--- src/rtl/sfcr_pkg.sv ---
// Shared types and constants for the separator-framed command ring.
package sfcr_pkg;

  localparam int FRAME_SLOTS_DEF = 4;
  localparam int SLOT_BYTES_DEF  = 64;
  localparam int LEN_W           = 6;
  localparam int BYTE_W          = 8;
  localparam int FUNC_W          = 2;
  localparam int TRAILER_BYTES   = 2;

  typedef enum logic [FUNC_W-1:0] {
    FN_BYTE = 2'd0,
    FN_POP  = 2'd1,
    FN_DROP = 2'd2
  } func_t;

  typedef enum logic [0:0] {
    S_IDLE   = 1'b0,
    S_STREAM = 1'b1
  } state_t;

  typedef struct packed {
    logic byte_step;
    logic drop;
    logic pop_start;
    logic issue_read;
    logic load_out;
    logic load_empty;
  } cmd_t;

  typedef struct packed {
    logic pop_empty;
    logic rd_more;
    logic buf_valid;
    logic buf_last;
    logic out_free;
  } stat_t;

endpackage

--- src/rtl/sfcr_ctrl.sv ---
// Controller state machine: decodes transactions and sequences frame pops.
module sfcr_ctrl
  import sfcr_pkg::*;
(
  input  logic              clk,
  input  logic              rst,
  input  logic              s_tvalid,
  output logic              s_tready,
  input  logic [FUNC_W-1:0] func,
  input  stat_t             stat,
  output cmd_t              cmd
);

  state_t state, state_next;

  always_ff @(posedge clk) begin
    if (rst) begin
      state <= S_IDLE;
    end else begin
      state <= state_next;
    end
  end

  always_comb begin
    state_next = state;
    cmd        = '0;
    s_tready   = 1'b0;
    unique case (state)
      S_IDLE: begin
        s_tready = 1'b1;
        if (s_tvalid) begin
          unique case (func)
            FN_BYTE: cmd.byte_step = 1'b1;
            FN_POP: begin
              cmd.pop_start = 1'b1;
              state_next    = S_STREAM;
            end
            FN_DROP: cmd.drop = 1'b1;
            default: ;
          endcase
        end
      end
      S_STREAM: begin
        if (stat.pop_empty) begin
          cmd.load_empty = stat.out_free;
          if (stat.out_free) begin
            state_next = S_IDLE;
          end
        end else begin
          cmd.load_out   = stat.buf_valid && stat.out_free;
          cmd.issue_read = stat.rd_more && (!stat.buf_valid || cmd.load_out);
          if (cmd.load_out && stat.buf_last) begin
            state_next = S_IDLE;
          end
        end
      end
      default: state_next = S_IDLE;
    endcase
  end

endmodule

--- src/rtl/sfcr_datapath.sv ---
// Datapath: slot memory, ring pointers, frame assembly and output register.
module sfcr_datapath
  import sfcr_pkg::*;
#(
  parameter int FRAME_SLOTS = FRAME_SLOTS_DEF,
  parameter int SLOT_BYTES  = SLOT_BYTES_DEF
) (
  input  logic              clk,
  input  logic              rst,
  input  logic [BYTE_W-1:0] rx_byte,
  input  logic              cfg_valid,
  output logic              cfg_ready,
  input  logic [BYTE_W-1:0] cfg_data,
  input  cmd_t              cmd,
  output stat_t             stat,
  output logic              m_tvalid,
  input  logic              m_tready,
  output logic [15:0]       m_tdata,
  output logic              m_tuser,
  output logic              m_tlast
);

  localparam int SLOT_W  = $clog2(FRAME_SLOTS);
  localparam int IDX_W   = $clog2(SLOT_BYTES);
  localparam int END_W   = IDX_W + 1;
  localparam int ADDR_W  = SLOT_W + IDX_W;
  localparam int DEPTH   = FRAME_SLOTS * (2 ** IDX_W);
  localparam int CAP     = SLOT_BYTES - 1;

  function automatic logic [SLOT_W-1:0] next_slot(input logic [SLOT_W-1:0] s);
    next_slot = (s == SLOT_W'(FRAME_SLOTS - 1)) ? '0 : s + 1'b1;
  endfunction

  logic [BYTE_W-1:0] separator;
  logic [SLOT_W-1:0] head;
  logic [SLOT_W-1:0] tail;
  logic              assembling;
  logic [IDX_W-1:0]  byte_index;
  logic [END_W-1:0]  end_index;
  logic              sep_seen;
  logic [LEN_W-1:0]  slot_count [FRAME_SLOTS];

  logic [BYTE_W-1:0] mem [DEPTH];
  logic [BYTE_W-1:0] rdata;
  logic              buf_valid;
  logic              buf_last;
  logic [SLOT_W-1:0] pop_slot;
  logic [LEN_W-1:0]  frame_len;
  logic [LEN_W-1:0]  rd_idx;

  logic [BYTE_W-1:0] out_byte;
  logic [LEN_W-1:0]  out_len;
  logic              out_none;
  logic              out_last;

  // frame assembly step
  logic              open_now;
  logic              act;
  logic [IDX_W-1:0]  idx_cur;
  logic [IDX_W-1:0]  idx_new;
  logic              sep_cur;
  logic [END_W-1:0]  end_cur;
  logic [END_W-1:0]  end_new;
  logic              hit;
  logic              done;
  logic              wr_en;

  // pop setup
  logic [SLOT_W-1:0] rp;
  logic              has_frame;

  always_comb begin
    open_now = !assembling && (next_slot(head) != tail);
    act      = assembling || open_now;
    idx_cur  = open_now ? '0 : byte_index;
    sep_cur  = open_now ? 1'b0 : sep_seen;
    end_cur  = open_now ? END_W'(SLOT_BYTES) : end_index;
    wr_en    = cmd.byte_step && act && (idx_cur < IDX_W'(CAP));
    idx_new  = (idx_cur < IDX_W'(CAP)) ? idx_cur + 1'b1 : idx_cur;
    hit      = !sep_cur && (rx_byte == separator);
    end_new  = hit ? END_W'(idx_new) + END_W'(TRAILER_BYTES) : end_cur;
    done     = (END_W'(idx_new) == end_new) || (idx_new >= IDX_W'(CAP));
    rp        = next_slot(tail);
    has_frame = (rp != head);
  end

  assign cfg_ready = 1'b1;

  always_ff @(posedge clk) begin
    if (rst) begin
      separator  <= '0;
      head       <= '0;
      tail       <= SLOT_W'(FRAME_SLOTS - 1);
      assembling <= 1'b0;
      byte_index <= '0;
      end_index  <= '0;
      sep_seen   <= 1'b0;
      frame_len  <= '0;
      rd_idx     <= '0;
      buf_valid  <= 1'b0;
      m_tvalid   <= 1'b0;
    end else begin
      if (cfg_valid) begin
        separator <= cfg_data;
      end
      if (cmd.byte_step && act) begin
        end_index <= end_new;
        if (done) begin
          head       <= next_slot(head);
          assembling <= 1'b0;
          byte_index <= '0;
          sep_seen   <= 1'b0;
        end else begin
          assembling <= 1'b1;
          byte_index <= idx_new;
          sep_seen   <= sep_cur | hit;
        end
      end
      if (cmd.drop) begin
        assembling <= 1'b0;
        byte_index <= '0;
        sep_seen   <= 1'b0;
      end
      if (cmd.pop_start) begin
        if (has_frame) begin
          tail <= rp;
        end
        frame_len <= has_frame ? slot_count[rp] : '0;
        rd_idx    <= '0;
        buf_valid <= 1'b0;
      end
      if (cmd.issue_read) begin
        rd_idx    <= rd_idx + 1'b1;
        buf_valid <= 1'b1;
      end else if (cmd.load_out) begin
        buf_valid <= 1'b0;
      end
      if (cmd.load_out || cmd.load_empty) begin
        m_tvalid <= 1'b1;
      end else if (m_tready) begin
        m_tvalid <= 1'b0;
      end
    end
  end

  always_ff @(posedge clk) begin
    if (cmd.byte_step && act) begin
      slot_count[head] <= LEN_W'(idx_new);
    end
    if (cmd.pop_start) begin
      pop_slot <= rp;
    end
    if (cmd.issue_read) begin
      buf_last <= ((rd_idx + 1'b1) == frame_len);
    end
    if (cmd.load_out) begin
      out_byte <= rdata;
      out_len  <= frame_len;
      out_none <= 1'b0;
      out_last <= buf_last;
    end else if (cmd.load_empty) begin
      out_byte <= '0;
      out_len  <= '0;
      out_none <= 1'b1;
      out_last <= 1'b1;
    end
  end

  always_ff @(posedge clk) begin
    if (wr_en) begin
      mem[{head, idx_cur}] <= rx_byte;
    end
  end

  always_ff @(posedge clk) begin
    if (cmd.issue_read) begin
      rdata <= mem[ADDR_W'({pop_slot, rd_idx[IDX_W-1:0]})];
    end
  end

  always_comb begin
    stat.pop_empty = (frame_len == '0);
    stat.rd_more   = (rd_idx != frame_len);
    stat.buf_valid = buf_valid;
    stat.buf_last  = buf_last;
    stat.out_free  = !m_tvalid || m_tready;
  end

  assign m_tdata = {2'b00, out_len, out_byte};
  assign m_tuser = out_none;
  assign m_tlast = out_last;

`ifndef SYNTHESIS
  a_head_tail_apart: assert property (@(posedge clk) disable iff (rst) head != tail)
    else $error("write slot collides with last popped slot");
  a_index_in_slot: assert property (@(posedge clk) disable iff (rst)
    byte_index < IDX_W'(CAP))
    else $error("byte index past slot capacity");
  a_no_buf_overrun: assert property (@(posedge clk) disable iff (rst)
    cmd.issue_read |-> (!buf_valid || cmd.load_out))
    else $error("read buffer overwritten before transfer");
  a_no_out_overrun: assert property (@(posedge clk) disable iff (rst)
    (cmd.load_out || cmd.load_empty) |-> (!m_tvalid || m_tready))
    else $error("output register overwritten while stalled");
  a_read_in_frame: assert property (@(posedge clk) disable iff (rst)
    cmd.issue_read |-> (rd_idx < frame_len))
    else $error("read beyond frame length");
`endif

endmodule

--- src/rtl/separator_framed_command_ring.sv ---
// Top level of the separator-framed command ring.
//
//  group | dir | signals                        | contents (low bit up)
//  s_*   | in  | s_tvalid s_tready s_tdata s_tuser | tdata: rx_byte; tuser: func
//  m_*   | out | m_tvalid m_tready m_tdata m_tuser m_tlast | frame_byte, frame_length
//  cfg_* | in  | cfg_valid cfg_ready cfg_data   | separator_byte
//
// Received byte and drop transactions are taken back to back. A pop is accepted, then
// streams len bytes at one per cycle from the single slot memory read port. No further
// transaction is taken while a pop streams; output stalls hold the stream.
// Synchronous reset; slot memory and counts are not cleared and need no sweep.
module separator_framed_command_ring
  import sfcr_pkg::*;
#(
  parameter int FRAME_SLOTS = FRAME_SLOTS_DEF,
  parameter int SLOT_BYTES  = SLOT_BYTES_DEF
) (
  input  logic              clk,
  input  logic              rst,
  input  logic              s_tvalid,
  output logic              s_tready,
  input  logic [7:0]        s_tdata,   // [7:0] rx_byte
  input  logic [FUNC_W-1:0] s_tuser,   // [1:0] func
  output logic              m_tvalid,
  input  logic              m_tready,
  output logic [15:0]       m_tdata,   // [7:0] frame_byte, [13:8] frame_length, [15:14] zero
  output logic              m_tuser,   // [0] no_frame
  output logic              m_tlast,
  input  logic              cfg_valid,
  output logic              cfg_ready,
  input  logic [7:0]        cfg_data   // [7:0] separator_byte
);

  cmd_t  cmd;
  stat_t stat;

  sfcr_ctrl u_ctrl (
    .clk      (clk),
    .rst      (rst),
    .s_tvalid (s_tvalid),
    .s_tready (s_tready),
    .func     (s_tuser),
    .stat     (stat),
    .cmd      (cmd)
  );

  sfcr_datapath #(
    .FRAME_SLOTS (FRAME_SLOTS),
    .SLOT_BYTES  (SLOT_BYTES)
  ) u_datapath (
    .clk       (clk),
    .rst       (rst),
    .rx_byte   (s_tdata),
    .cfg_valid (cfg_valid),
    .cfg_ready (cfg_ready),
    .cfg_data  (cfg_data),
    .cmd       (cmd),
    .stat      (stat),
    .m_tvalid  (m_tvalid),
    .m_tready  (m_tready),
    .m_tdata   (m_tdata),
    .m_tuser   (m_tuser),
    .m_tlast   (m_tlast)
  );

endmodule

--- config.mk ---
export PLATFORM = sky130hd
export DESIGN_NAME = separator_framed_command_ring
export DESIGN_NICKNAME = d
export VERILOG_FILES = /design/src/rtl/sfcr_pkg.sv /design/src/rtl/sfcr_ctrl.sv /design/src/rtl/sfcr_datapath.sv /design/src/rtl/separator_framed_command_ring.sv
export SDC_FILE = /design/constraint.sdc
export NUM_CORES = 2
export LEC_CHECK = 0
export CAP_MARGIN = 20
export CORE_UTILIZATION = 59
export CTS_CLUSTER_DIAMETER = 100
export DETAILED_ROUTE_END_ITERATION = 16
export DONT_BUFFER_PORTS = 1
export PLACE_DENSITY = 0.75
export SLEW_MARGIN = 20
export SYNTH_ARGS = -nofsm -noshare
export SYNTH_HDL_FRONTEND = slang
export SYNTH_SLANG_ARGS = --single-unit
--- constraint.sdc ---
create_clock -name clk -period 4.6 [get_ports clk]
set_input_delay 0.69 -clock clk [delete_from_list [all_inputs] [get_ports clk]]
set_output_delay 0.69 -clock clk [all_outputs]
set_load 0.02 [all_outputs]
==> results by group <==
Clock network
  • # H-tree levels: 4
  • Root Buffer: clkbuf_16
  • Worst-path clk slew: 0.07 ns
  • TritonCTS clock tree: built
  • CTS Sinks: between 2,000 and 2,500
  • Clk_lat worst skew: roughly 0.86 ns
  • CTS max path bufs: 3
  • Setup Buffers After CTS: 0
  • Inserted Clock Buffers: 201

Drt
  • DRT Wirelength: slightly below 200,000 µm
  • Initial DRT Pass Iterations: 6
  • Drt wl/cell: ~31 µm
  • Vias/cell: between 6 and 7
  • Vias post-DR: 41,410
  • Initial detailed-routing violation count: between 5,000 and 6,000
  • Number of remaining DRC errors: 0
  • Post-route ant nets: 0

Finish
  • Layout Cells excl Fill: 6,186
  • Layout cell share with drive strength beyond 1: 0.2469
  • Multi-input combinational cell area: approximately 18,000 µm²
  • Most frequent cells in the layout: 2,098 x edfxtp_1, 518 x mux4_2, 284 x nor2_1
  • Final core occ: 0.6658
  • Sequential Area: 63,870 µm²
  • FILL cells: about 8,600
  • Most common cell after layout, fill and taps aside: edfxtp_1
  • P&R area growth vs syn: 12.18%
  • Nets: around 4,200

Logic synthesis
  • Sequential-to-total area share from yosys stat: 0.7721
  • Compound-Gate Fraction of Synth Area: 0.03873
  • Post-Syn Area: approximately 83,000 µm²
  • Main flop type after synthesis: edfxtp_1
  • Post-Synth Adder-Cell Area: 0.001664
  • Fraction of registers with async set/reset: 0
  • Mux cell area share after synthesis: 0.1423
  • Post-synth cell types: 55
  • FF+latch count, synth: 2,141
  • Combinational family with the most area after synthesis: multiplexers
  • Yosys warnings: 0
  • EDFF count, synth: 2,098
  • Xor and xnor area share after synthesis: 0.003449
  • Syn Area/Cell: 21.17 µm²
  • Simple-gate share of the synthesized area: 0.02614
  • Gate Count Post-Synth: a little under 4,000

Setup path
  • Critical Path Max Stage Delay: approximately 0.8 ns
  • Critical path required time: just over 5 ns
  • Critical Path, Cell by Cell: inv_1, ha_1, xor2_1, nor2_1, a211oi_1, buf_4, and2_1, nand2_1, nor2_1
  • Most frequent CP cell: nor2_1
  • Startpoint type of the worst setup path: register
  • CP top delay family: simple AND/OR/NAND/NOR gates
  • CP max stage cell: nor2_1
  • CP arrival: roughly 5 ns
  • Critical path endpoint category: register
  • Buf/Inv on CP: 2
  • RR Endpoint: u_datapath.mem[152][6]
  • R2R setup slack: roughly 0.084 ns
  • Critical path class: register to register
  • Reg2Reg Depth: 9
  • Worst r2r src: u_datapath.head[0]
  • CP max FO: 16

Timing
  • Final Critical Period: approximately 4.5 ns
  • Setup ws final: around 0.084 ns
  • Final count of hold timing violations: 0
  • RSZ-0062 raised after global routing: yes
  • Least-Margin Pin Slew: 1.121 ns
  • F_max: around 220 MHz
  • Final cycle utilization of the critical path: 0.9818
  • Final setup viols: 0
  • Relative slew slack: 0.2450
  • Clk_skew: 0.05193 ns
  • Fin. max-slew vios: 0
  • Hold_ws: around 0.061 ns

Floorplanning
  • Die X: ~380 µm
  • Die area: ~140,000 µm²
  • IO Pins: between 40 and 50
  • Row Count: 137
  • Core area: around 140,000 µm²
  • Die Height: around 380 µm
  • Initial Util: 0.5935

Power
  • Max VDD drop: roughly 0.41 mV
  • Pwr dens: just over 400 nW/µm²
  • Leakage power: roughly 28 nW
  • PnR Total Power: 37.75 mW

Place
  • Setup slack at placement: between 0.2 and 0.3 ns
  • Port buffer count: 0
  • GPL Wtd Cong: roughly 0.86
  • DP Cell Count: 5,783
  • Post-DP HPWL: roughly 100,000 µm

Status
  • Outcome: finished clean

Hold path
  • WHS Path Cells: 2
  • Hold EP: u_datapath.head[1]
  • Worst Hold Class: input pin to register
  • Worst hold start: rst

Global routing
  • First-pass GRT wire length: roughly 280,000 µm
  • Vias in the first global route: ~42,000
  • Tot GR Track Use: 0.2779
  • Total grt overflow: 0
  • Largest net degree at the start of global routing: around 260
  • Antenna violations before repair: 4

Flow run
  • Max_cap viols: 0
## logic make-up (layout without fill, tap and decap cells)
family | after synthesis | in the layout
simple gates | 516 | 516
mux | 528 | 528
xor+xnor | 31 | 31
fa+ha+maj | 11 | 11
compound gates | 411 | 411
other cells | 2 | 39
flops | 2141 | 2141
buf+inv | 267 | 633
## flip-flops by register name (all words and copies together) (netlist names), 2 cells and up
| register | cells |
|---|---|
| u_datapath.end_index | 7 |
| u_datapath.tail | 2 |
| u_datapath.out_byte | 8 |
| u_datapath.byte_index | 6 |
| u_datapath.pop_slot | 2 |
| u_datapath.slot_count | 24 |
| u_datapath.rd_idx | 6 |
| u_datapath.rdata | 8 |
| u_datapath.separator | 8 |
| u_datapath.mem | 2048 |
| u_datapath.frame_len | 6 |
| u_datapath.head | 2 |
| u_datapath.out_len | 6 |
## Yosys cell counts, types with 3 or more instances
library cell / instances / area (µm²)
a211o_1: 3 / 26.28
a211oi_1: 4 / 30.03
a21oi_1: 29 / 145.1
a221oi_1: 64 / 560.5
a22o_1: 64 / 560.5
a22oi_1: 186 / 1396
a31oi_1: 6 / 37.54
and2_1: 23 / 143.9
and3_1: 5 / 31.28
and4_1: 4 / 35.03
buf_1: 17 / 63.81
buf_2: 43 / 215.2
buf_4: 15 / 112.6
buf_6: 23 / 259.0
clkbuf_1: 155 / 581.8
dfxtp_1: 43 / 860.8
edfxtp_1: 2098 / 63000
ha_1: 11 / 137.6
inv_1: 14 / 52.55
mux2i_1: 10 / 100.1
mux4_2: 518 / 11670
nand2_1: 129 / 484.2
nand2b_1: 5 / 31.28
nand3_1: 18 / 90.09
nand4_1: 3 / 18.77
nor2_1: 295 / 1107
nor2b_1: 10 / 62.56
nor3_1: 9 / 45.04
nor4_1: 3 / 18.77
o21ai_0: 10 / 50.05
o221ai_1: 32 / 280.3
xnor2_1: 14 / 122.6
xor2_1: 16 / 140.1
## worst max path at each step
| stage | from | endpoint | slack (ns) | depth (start not counted) |
|---|---|---|---|---|
| final | u_datapath.head[0] | u_datapath.mem[152][6] | 0.08 | 9 |
| after global routing | u_datapath.head[0] | u_datapath.mem[156][7] | -0.1 | 9 |
| after CTS | u_datapath.head[0] | u_datapath.mem[173][3] | 0.22 | 10 |
| after detailed placement | u_datapath.head[0] | u_datapath.head[1] | 0.28 | 14 |
| after global placement | u_datapath.head[0] | u_datapath.mem[173][0] | 0.35 | 10 |
| after floorplan | u_datapath.head[0] | u_datapath.head[1] | 1.07 | 16 |
## area by class of cell
class / count / share of cell area
diodes: 4 / 0.0001079
clock inverters: 113 / 0.01115
clock buffers: 256 / 0.05801
repair buffers: 250 / 0.02473
flip-flops and latches: 2141 / 0.6884
multi-input cells: 1532 / 0.1918
well taps: 1876 / 0.02530
inverters: 14 / 0.0005664
## worst reg2reg max path, stage by stage, from the launching register on
cell      delay (ns)
dfxtp_1         0.48
inv_1           0.12
ha_1            0.33
xor2_1          0.33
nor2_1          0.10
a211oi_1        0.30
buf_4           0.24
and2_1          0.65
nand2_1         0.78
nor2_1          0.79
## stage by stage
stage | cell area, µm² | TNS (ns)
floorplan | 82830 | 0
finish | 92780 | 0
global route | 92770 | -3.749
detailed placement | 85960 | 0
global placement | 85940 | 0
CTS | 92710 | 0
## where the power goes
group | internal, mW | leakage, nW | total, mW | switching [mW]
logic | 0.0544 | 6.15 | 0.171 | 0.116
registers | 21.4 | 19.2 | 21.5 | 0.0188
clock network | 8.94 | 3.10 | 16.1 | 7.18
## layer usage
| metal | global-route usage | up-vias | part of all wire |
|---|---|---|---|
| li1 | - | 16800 | - |
| met1 | 0.4027 | 21680 | 0.38 |
| met2 | 0.4247 | 2564 | 0.48 |
| met3 | 0.05764 | 359 | 0.11 |
| met4 | 0.1028 | 2 | 0.035 |
| met5 | 0 | - | 0.000067 |
## timing repair
item	in CTS	in global routing
endpoints found under the hold margin	183	1
endpoints found under the setup margin	0	107
resized for setup	0	9
hold buffers	27	3
(Power assumes the default switching activity.)
